File: config.mk
export PLATFORM = sky130hd
export DESIGN_NAME = interpolation_level_search_core
export DESIGN_NICKNAME = d
export VERILOG_FILES = /design/src/sv/ils_pkg.sv /design/src/sv/interpolation_level_search_core.sv /design/src/sv/ils_div.sv
export VERILOG_INCLUDE_DIRS = /design/src /design/src/sv
export SDC_FILE = /design/constraint.sdc
export NUM_CORES = 1
export LEC_CHECK = 0
export ABC_AREA = 1
export BUFFER_PORTS_ARGS = -buffer_cell sky130_fd_sc_hd__buf_4
export CORE_MARGIN = 5
export CORE_UTILIZATION = 65
export CTS_CLUSTER_SIZE = 24
export DETAILED_ROUTE_END_ITERATION = 8
export PLACE_DENSITY = 0.83
export REMOVE_ABC_BUFFERS = 1
export SYNTH_ARGS = -nofsm -noshare
export SYNTH_HDL_FRONTEND = slang
export SYNTH_SLANG_ARGS = --single-unit
export TNS_END_PERCENT = 5
File: constraint.sdc
create_clock -name clk -period 16.3 [get_ports clk]
set_input_delay 0.815 -clock clk [delete_from_list [all_inputs] [get_ports clk]]
set_output_delay 0.815 -clock clk [all_outputs]
set_load 0.005 [all_outputs]
File: src/sv/interpolation_level_search_core_assert.svh
// ------------------------------------------------------------------------
// interpolation level search assertion macros
// concurrent checks used by the core rtl file of the block
// ------------------------------------------------------------------------
`ifndef INTERPOLATION_LEVEL_SEARCH_CORE_ASSERT_SVH
`define INTERPOLATION_LEVEL_SEARCH_CORE_ASSERT_SVH

// same-cycle implication
`define ILS_ASSERT_IMP(label, clk, rst, ante, cons, msg) \
  label: assert property (@(posedge clk) disable iff (rst) (ante) |-> (cons)) \
    else $error(msg);

// next-cycle implication
`define ILS_ASSERT_NXT(label, clk, rst, ante, cons, msg) \
  label: assert property (@(posedge clk) disable iff (rst) (ante) |=> (cons)) \
    else $error(msg);

`endif

File: src/sv/ils_pkg.sv
// ------------------------------------------------------------------------
// ils_pkg
// shared constants and types of the interpolation level search core
// ------------------------------------------------------------------------
`default_nettype none

package ils_pkg;

  localparam int CODE_BITS_DEF   = 6;
  localparam int SAMPLE_BITS_DEF = 10;

  localparam int TARGET_RESET = 286;
  localparam int TOL_RESET    = 2;

  localparam int CFG_INDEX_BITS = 1;
  localparam logic [CFG_INDEX_BITS-1:0] REG_TARGET = 1'b0;
  localparam logic [CFG_INDEX_BITS-1:0] REG_TOL    = 1'b1;

  localparam logic REQ_START  = 1'b0;
  localparam logic REQ_SAMPLE = 1'b1;

  localparam logic [1:0] ST_SEARCH  = 2'd0;
  localparam logic [1:0] ST_FOUND   = 2'd1;
  localparam logic [1:0] ST_IDLE    = 2'd2;
  localparam logic [1:0] ST_RESTART = 2'd3;

  typedef enum logic [4:0] {
    PH_IDLE    = 5'b00001,
    PH_LOW     = 5'b00010,
    PH_HIGH    = 5'b00100,
    PH_PROBE   = 5'b01000,
    PH_MONITOR = 5'b10000
  } phase_t;

  typedef enum logic [3:0] {
    SEQ_IDLE = 4'b0001,
    SEQ_MUL  = 4'b0010,
    SEQ_DIV  = 4'b0100,
    SEQ_DONE = 4'b1000
  } seq_t;

endpackage

`default_nettype wire

File: src/sv/interpolation_level_search_core.sv
// a start request or a sample outside the upper-bound phase gives its registered word
//   on m_tdata in the cycle after acceptance
// the upper-bound sample runs multiply, divide and done steps, set by the serial divider
//   that forms the interpolated probe; divide is skipped when no division is needed
// throughput: one word in flight; s_tready returns once idle with the output register free
// reset: rst synchronous, active high; target 286, tolerance 2, search idle
// ------------------------------------------------------------------------
// interpolation_level_search_core
// attenuator code search by interpolation with a serial divider
// ------------------------------------------------------------------------
`default_nettype none

`include "interpolation_level_search_core_assert.svh"

module interpolation_level_search_core
  import ils_pkg::*;
#(
  parameter int CODE_BITS   = CODE_BITS_DEF,
  parameter int SAMPLE_BITS = SAMPLE_BITS_DEF,
  localparam int IN_W  = ((SAMPLE_BITS + 7) / 8) * 8,
  localparam int OUT_W = ((2 * CODE_BITS + 7) / 8) * 8
) (
  input  wire logic                      clk,
  input  wire logic                      rst,
  input  wire logic                      s_tvalid,
  output logic                           s_tready,
  input  wire logic [IN_W-1:0]           s_tdata,  // sample_value
  input  wire logic [0:0]                s_tuser,  // req_type
  output logic                           m_tvalid,
  input  wire logic                      m_tready,
  output logic      [OUT_W-1:0]          m_tdata,  // apply_code, found_code
  output logic      [1:0]                m_tuser,  // search_status
  input  wire logic                      cfg_we,
  input  wire logic [CFG_INDEX_BITS-1:0] cfg_index,
  input  wire logic [SAMPLE_BITS-1:0]    cfg_data
);

  localparam int PROD_W = SAMPLE_BITS + CODE_BITS;

  logic [SAMPLE_BITS-1:0] target_level;
  logic [SAMPLE_BITS-1:0] match_tolerance;

  phase_t                 phase, phase_next;
  seq_t                   seq, seq_next;
  logic [CODE_BITS-1:0]   lower_bound, lower_next;
  logic [CODE_BITS-1:0]   upper_bound, upper_next;
  logic [CODE_BITS-1:0]   probe_code, probe_next;
  logic [SAMPLE_BITS-1:0] lower_sample, lower_sample_next;
  logic [SAMPLE_BITS-1:0] upper_sample, upper_sample_next;
  logic [SAMPLE_BITS-1:0] reference_sample, reference_next;

  logic [CODE_BITS-1:0]   out_code, out_found;
  logic [1:0]             out_status;

  logic                   load;
  logic [CODE_BITS-1:0]   ld_code, ld_found;
  logic [1:0]             ld_status;
  logic                   fail;

  logic                   accept;
  logic                   out_free;
  logic                   req;
  logic [SAMPLE_BITS-1:0] sample;
  logic [SAMPLE_BITS-1:0] diff_tgt, diff_ref;
  logic                   in_hit, mon_hold;

  logic [SAMPLE_BITS-1:0] a_mag, b_mag;
  logic [CODE_BITS-1:0]   span;
  logic                   trivial;
  logic [PROD_W-1:0]      product;
  logic                   div_start, div_done;
  logic [PROD_W-1:0]      quotient;
  logic [CODE_BITS-1:0]   q_clamp;

  assign req      = s_tuser[0];
  assign sample   = s_tdata[SAMPLE_BITS-1:0];
  assign out_free = !m_tvalid || m_tready;
  assign s_tready = (seq == SEQ_IDLE) && out_free;
  assign accept   = s_tvalid && s_tready;

  assign m_tdata = OUT_W'({out_found, out_code});
  assign m_tuser = out_status;

  assign diff_tgt = (sample > target_level) ? sample - target_level : target_level - sample;
  assign diff_ref = (sample > reference_sample) ? sample - reference_sample
                                                : reference_sample - sample;
  assign in_hit   = diff_tgt <= match_tolerance;
  assign mon_hold = {1'b0, diff_ref} <= {match_tolerance, 1'b0};

  // interpolation operands, negative quotients clamp to the lower bound
  assign a_mag = (target_level > lower_sample) ? target_level - lower_sample
                                               : lower_sample - target_level;
  assign b_mag = (upper_sample > lower_sample) ? upper_sample - lower_sample
                                               : lower_sample - upper_sample;
  assign span    = upper_bound - lower_bound;
  assign trivial = (b_mag == '0) || (span == '0) || (a_mag == '0) ||
                   ((target_level < lower_sample) != (upper_sample < lower_sample));
  assign product = PROD_W'(a_mag) * PROD_W'(span);
  assign q_clamp = (quotient > PROD_W'(span)) ? span : quotient[CODE_BITS-1:0];

  ils_div #(
    .DVD_BITS (PROD_W),
    .DVS_BITS (SAMPLE_BITS)
  ) u_div (
    .clk      (clk),
    .rst      (rst),
    .start    (div_start),
    .dividend (product),
    .divisor  (b_mag),
    .done     (div_done),
    .quotient (quotient)
  );

  always_comb begin
    phase_next        = phase;
    seq_next          = seq;
    lower_next        = lower_bound;
    upper_next        = upper_bound;
    probe_next        = probe_code;
    lower_sample_next = lower_sample;
    upper_sample_next = upper_sample;
    reference_next    = reference_sample;
    load              = 1'b0;
    ld_code           = '0;
    ld_status         = ST_IDLE;
    ld_found          = '0;
    div_start         = 1'b0;
    fail              = 1'b0;
    unique case (seq)
      SEQ_IDLE: begin
        if (accept) begin
          if (req == REQ_START) begin
            lower_next = '0;
            upper_next = '1;
            phase_next = PH_LOW;
            load       = 1'b1;
            ld_status  = ST_SEARCH;
          end else begin
            unique case (phase)
              PH_LOW: begin
                lower_sample_next = sample;
                phase_next        = PH_HIGH;
                load              = 1'b1;
                ld_code           = upper_bound;
                ld_status         = ST_SEARCH;
              end
              PH_HIGH: begin
                upper_sample_next = sample;
                seq_next          = SEQ_MUL;
              end
              PH_PROBE: begin
                if (in_hit) begin
                  reference_next = sample;
                  phase_next     = PH_MONITOR;
                  load           = 1'b1;
                  ld_code        = probe_code;
                  ld_status      = ST_FOUND;
                  ld_found       = probe_code;
                end else begin
                  if (sample < target_level) begin
                    if (probe_code == '1) fail = 1'b1;
                    else lower_next = probe_code + 1'b1;
                  end else begin
                    if (probe_code == '0) fail = 1'b1;
                    else upper_next = probe_code - 1'b1;
                  end
                  load = 1'b1;
                  if (fail || (lower_next >= upper_next)) begin
                    phase_next = PH_IDLE;
                  end else begin
                    phase_next = PH_LOW;
                    ld_code    = lower_next;
                    ld_status  = ST_SEARCH;
                  end
                end
              end
              PH_MONITOR: begin
                load = 1'b1;
                if (mon_hold) begin
                  ld_code   = probe_code;
                  ld_status = ST_FOUND;
                  ld_found  = probe_code;
                end else begin
                  reference_next = sample;
                  lower_next     = '0;
                  upper_next     = '1;
                  phase_next     = PH_LOW;
                  ld_status      = ST_RESTART;
                end
              end
              default: begin
                phase_next = PH_IDLE;
                load       = 1'b1;
              end
            endcase
          end
        end
      end
      SEQ_MUL: begin
        if (trivial) begin
          probe_next = lower_bound;
          seq_next   = SEQ_DONE;
        end else begin
          div_start = 1'b1;
          seq_next  = SEQ_DIV;
        end
      end
      SEQ_DIV: begin
        if (div_done) begin
          probe_next = lower_bound + q_clamp;
          seq_next   = SEQ_DONE;
        end
      end
      SEQ_DONE: begin
        if (out_free) begin
          phase_next = PH_PROBE;
          seq_next   = SEQ_IDLE;
          load       = 1'b1;
          ld_code    = probe_code;
          ld_status  = ST_SEARCH;
        end
      end
      default: begin
        seq_next = SEQ_IDLE;
      end
    endcase
  end

  always_ff @(posedge clk) begin
    if (rst) begin
      target_level     <= SAMPLE_BITS'(TARGET_RESET);
      match_tolerance  <= SAMPLE_BITS'(TOL_RESET);
      phase            <= PH_IDLE;
      seq              <= SEQ_IDLE;
      lower_bound      <= '0;
      upper_bound      <= '1;
      probe_code       <= '0;
      lower_sample     <= '0;
      upper_sample     <= '0;
      reference_sample <= '0;
      m_tvalid         <= 1'b0;
    end else begin
      if (cfg_we) begin
        unique case (cfg_index)
          REG_TARGET: target_level    <= cfg_data;
          REG_TOL:    match_tolerance <= cfg_data;
          default:    ;
        endcase
      end
      phase            <= phase_next;
      seq              <= seq_next;
      lower_bound      <= lower_next;
      upper_bound      <= upper_next;
      probe_code       <= probe_next;
      lower_sample     <= lower_sample_next;
      upper_sample     <= upper_sample_next;
      reference_sample <= reference_next;
      if (load) begin
        m_tvalid <= 1'b1;
      end else if (m_tready) begin
        m_tvalid <= 1'b0;
      end
    end
  end

  always_ff @(posedge clk) begin
    if (load) begin
      out_code   <= ld_code;
      out_status <= ld_status;
      out_found  <= ld_found;
    end
  end

  `ILS_ASSERT_NXT(a_mul_next, clk, rst, seq == SEQ_MUL, seq == SEQ_DIV || seq == SEQ_DONE, "multiply step not followed by divide or done")
  `ILS_ASSERT_IMP(a_div_done, clk, rst, div_done, seq == SEQ_DIV, "divider finished outside the divide step")
  `ILS_ASSERT_IMP(a_probe_range, clk, rst, seq == SEQ_DONE, probe_code >= lower_bound && probe_code <= upper_bound, "probe outside the bounds")
  `ILS_ASSERT_IMP(a_found_code, clk, rst, m_tvalid && m_tuser == ST_FOUND, m_tdata[CODE_BITS-1:0] == m_tdata[2*CODE_BITS-1:CODE_BITS], "found code differs from applied code")

endmodule

`default_nettype wire

File: src/sv/ils_div.sv
// ------------------------------------------------------------------------
// ils_div
// restoring divider, one quotient bit per cycle, unsigned operands
// ------------------------------------------------------------------------
`default_nettype none

module ils_div
  import ils_pkg::*;
#(
  parameter int DVD_BITS = SAMPLE_BITS_DEF + CODE_BITS_DEF,
  parameter int DVS_BITS = SAMPLE_BITS_DEF
) (
  input  wire logic                clk,
  input  wire logic                rst,
  input  wire logic                start,
  input  wire logic [DVD_BITS-1:0] dividend,
  input  wire logic [DVS_BITS-1:0] divisor,
  output logic                     done,
  output logic      [DVD_BITS-1:0] quotient
);

  localparam int CNT_BITS = $clog2(DVD_BITS + 1);

  logic                busy;
  logic [CNT_BITS-1:0] cnt;
  logic [DVD_BITS-1:0] quo;
  logic [DVS_BITS-1:0] rem;
  logic [DVS_BITS-1:0] dvs;
  logic [DVS_BITS:0]   rem_sh;
  logic                fit;

  assign rem_sh   = {rem, quo[DVD_BITS-1]};
  assign fit      = rem_sh >= {1'b0, dvs};
  assign quotient = quo;

  always_ff @(posedge clk) begin
    if (rst) begin
      busy <= 1'b0;
      done <= 1'b0;
      cnt  <= '0;
    end else begin
      done <= 1'b0;
      if (start) begin
        busy <= 1'b1;
        cnt  <= CNT_BITS'(DVD_BITS);
      end else if (busy) begin
        cnt <= cnt - 1'b1;
        if (cnt == CNT_BITS'(1)) begin
          busy <= 1'b0;
          done <= 1'b1;
        end
      end
    end
  end

  always_ff @(posedge clk) begin
    if (start) begin
      quo <= dividend;
      rem <= '0;
      dvs <= divisor;
    end else if (busy) begin
      rem <= fit ? DVS_BITS'(rem_sh - {1'b0, dvs}) : rem_sh[DVS_BITS-1:0];
      quo <= {quo[DVD_BITS-2:0], fit};
    end
  end

endmodule

`default_nettype wire

==> results.py <==
metrics = {
    "synth": {
        "yosys-top-cells-area": "ha_1 15%, dfxtp_1 15%, nand2_1 12%",
        "ys_seq_area_share_pct": 23.8,
        "yosys.area.top_type_share_pct": 15.0,
        "post_synth.cell_area_avg_sq_um": 7.01,
        "yosysTopAreaCell": "ha_1",
        "ys_ff_latch": 135,
        "synthesis.area_sq_mm": 0.0130,
        "syn_inst": 1859,
        "yosysWarnings": 0,
        "synth_top_flop_cell": "dfxtp_1",
        "yosysUniqueCellTypes": 57,
        "ys_async_sr_fraction_pct": 0,
        "synth_edf_count": 40,
    },
    "run": {
        "cap_violations": 0,
    },
    "routing": {
        "wl_per_cell_microns": 15.7,
        "drc": 0,
        "vias": 12300,
        "firstDrtPassIters": 5,
        "drtIter0Drc": 891,
        "drt-total-wl_microns": 34000,
        "via_per_inst": 5.68,
        "ant_nets": 0,
    },
    "global_route": {
        "grt_pass1_vias": 12000,
        "grt_remaining_overflow": 0,
        "grt_max_degree": 73,
        "grt_pass1_wl_microns": 56600,
        "antenna_found_initial": 0,
        "grtUsageTotal_pct": 30.4,
    },
    "sta": {
        "max_freq_mhz": 162,
        "hold_viol": 0,
        "skew_ns": 0.0121,
        "drv_slew": 0,
        "setup_viol": 0,
        "period_minus_slack_ns": 6.17,
        "min_period_over_period_pct": 37.8,
        "worstMarginPinSlew_ns": 1.19,
        "fin_setup_tns_ns": 0,
        "rsz0062_at_grt": "false",
        "hold_ws_ns": 0.472,
        "slew_headroom_pct": 20.1,
    },
    "pwr": {
        "p_total_w": 0.00236,
        "ir_drop_uv": 195,
        "power_density_mw_per_mm2": 168,
        "leakage_nw": 7.05,
    },
    "cells_and_area": {
        "mostFrequentLayoutCells": "402 x nand2_1, 304 x inv_1, 171 x nor2_1, 156 x ha_1, 154 x a21oi_1",
        "n_antenna_cell": 0,
        "design_area_sq_mm": 0.0141,
        "post-route-util_pct": 71.8,
        "multi_input_area_sq_mm": 0.00855,
        "register_area_sq_mm": 0.00310,
        "areaGrowthSynthToFinish_pct": 7.88,
        "fillers": 1657,
        "drive_gt1_share_pct": 5.80,
        "final_common_cell": "nand2_1",
        "fin_nets": 2118,
    },
    "worst_setup_path": {
        "worst_path_most_repeated_cell": "nor2_1",
        "critPathMaxFanout": 13,
        "crit_path_start": "target_level[7]",
        "worst_path_max_delay_cell": "fa_1",
        "arrival_ns": 6.34,
        "crit_path_end_kind": "flip-flop",
        "r2r-start": "target_level[7]",
        "crit_type": "flip-flop to flip-flop",
        "path_cells": "inv_1, ha_1, nand2_1, nor2_1, nand3_1, nand3_2, nand2_2, o21ai_1, nor2_1, fa_1, fa_1, inv_1, fa_1, inv_1, ha_1, a21oi_1, nand2_1, a21oi_1, o21ai_0, a21oi_1, nor2_1, nor2_1, xor2_1, o21ai_1",
        "rrSetupSlack_ns": 10.13,
        "critPathMaxStageDelay_ns": 0.56,
        "startpoint_type": "flip-flop",
        "required_ns": 16.47,
    },
    "cts": {
        "cts_hold_buf": 0,
        "numCtsBuffers": 17,
        "root_buffer": "clkbuf_16",
        "cts_tree": "yes",
        "ctsResizeCount": 0,
        "clk_latency_ns": 0.44,
        "htree_levels": 4,
        "clk_path_buf_depth": 2,
        "postCtsSetupRepairBufs": 0,
        "path_clk_slew_ns": 0.07,
        "cts_sinks": 135,
    },
    "hold_path": {
        "hp-class": "flip-flop to flip-flop",
        "hp-start": "reference_sample[9]",
    },
    "floorplanning": {
        "fp.coreArea_sq_mm": 0.0196,
        "initial_utilization_pct": 66.5,
        "num_rows": 51,
        "die_h_microns": 152,
        "io_pins": 53,
        "die-area_sq_mm": 0.0230,
        "fp.dieW_microns": 152,
    },
    "place": {
        "portBuffers": 42,
        "routabilityCongestion": 0.954,
        "place_area_sq_mm": 0.0135,
        "hpwl_microns": 26300,
    },
    "outcome": {
        "status": "finished clean",
    },
}
[stage by stage]
step           setup WS, ns  cells
2_1_floorplan         11.18   1820
6_report              10.13   2163
3_5_place_dp          10.29   2131
5_1_grt                9.71   2163
4_1_cts               10.24   2163
3_3_place_gp          10.44   2131
[metal layers]
| metal | vias up | routed length [microns] | GRT usage [%] | share of wire [%] |
|---|---|---|---|---|
| met3 | 85 | 2010 | 3.84 | 5.9 |
| li1 | 6088 | - | - | - |
| met4 | 0 | 1050 | 11.1 | 3.1 |
| met2 | 441 | 16300 | 52.2 | 48 |
| met5 | - | 0 | 0 | 0 |
| met1 | 5682 | 14700 | 39.4 | 43 |
[cells by family after synthesis]
kind of cell	count (synthesis)	synth area share [%]
and+or+nand+nor	733	23.4
AOI/OAI and AO/OA	361	15.2
buffers and inverters	354	10.7
adders and majority gates	200	21.7
DFF	135	23.8
xor gates and xnor gates	64	4.30
muxes	11	0.883
other	1	0.0288
[worst max-delay path, delay by kind of cell, from the launching register on]
family | cells | cell delay [ns]
XOR/XNOR | 1 | 0.17
AO/OA/AOI/OAI | 6 | 1.39
flip-flops | 1 | 0.40
buffers and inverters | 3 | 0.22
AND/OR/NAND/NOR | 9 | 1.21
adder cells (fa/ha/maj) | 5 | 2.51
[worst paths after layout]
| path | cells after the start | to |
|---|---|---|
| setup reg to reg | 24 | u_div.quotient[15] |
| hold / removal | 2 | reference_sample[9] |
| hold reg to reg | 2 | reference_sample[9] |
| setup / recovery | 24 | u_div.quotient[15] |
[flip-flops by register name, indices dropped and copies added (netlist names)]
name and cells:
reference_sample 10, u_div.rem 10, u_div.dvs 10, probe_code 6, u_div.busy 1, lower_sample 10, lower_bound 6, out_found 6
m_tuser 2, upper_sample 10, match_tolerance 10, phase 5, u_div.done 1, upper_bound 6, m_tvalid 1, seq 4
out_code 6, u_div.cnt 5, target_level 10, u_div.quotient 16
[synth_stat cells (2+ instances only)]
library cell / number
a221oi_1: 2
o21a_1: 3
nand2_2: 4
nor3_1: 16
o21ai_0: 134
a21oi_2: 8
o2111ai_1: 3
and3_1: 2
buf_6: 2
buf_1: 2
a21oi_1: 154
inv_1: 304
ha_1: 156
o21ai_1: 13
a211oi_1: 2
inv_2: 3
xnor2_1: 19
o31ai_1: 3
mux2i_1: 7
clkinv_1: 4
dfxtp_1: 95
a21o_1: 3
a31oi_1: 4
o22ai_1: 4
o211ai_1: 17
xor2_1: 45
nor2_2: 2
nand3_1: 102
mux2_2: 4
clkbuf_1: 24
fa_1: 44
o21bai_1: 6
edfxtp_1: 40
buf_4: 7
nor4_1: 2
buf_2: 6
nand2_1: 402
nand4_1: 19
nand3_2: 4
nor2_1: 171
[report_power, final]
| group | switching [W] | internal, W | total (W) | leakage (nW) |
|---|---|---|---|---|
| Combinational | 0.000952 | 0.000630 | 0.00158 | 5.63 |
| Clock | 0.000177 | 0.000201 | 0.000378 | 0.273 |
| Sequential | 0.0000213 | 0.000378 | 0.000400 | 1.15 |
[final cells by class]
class                      count  share of cell area [%]
tap                          265                    2.36
clock buffer                  17                    3.03
sequential                   135                    22.1
inverter                     312                    8.35
timing repair buffer          46                    2.46
clock inverter                15                   0.934
multi-input combinational   1373                    60.8
Note: power is estimated with default switching activity, not from simulation.
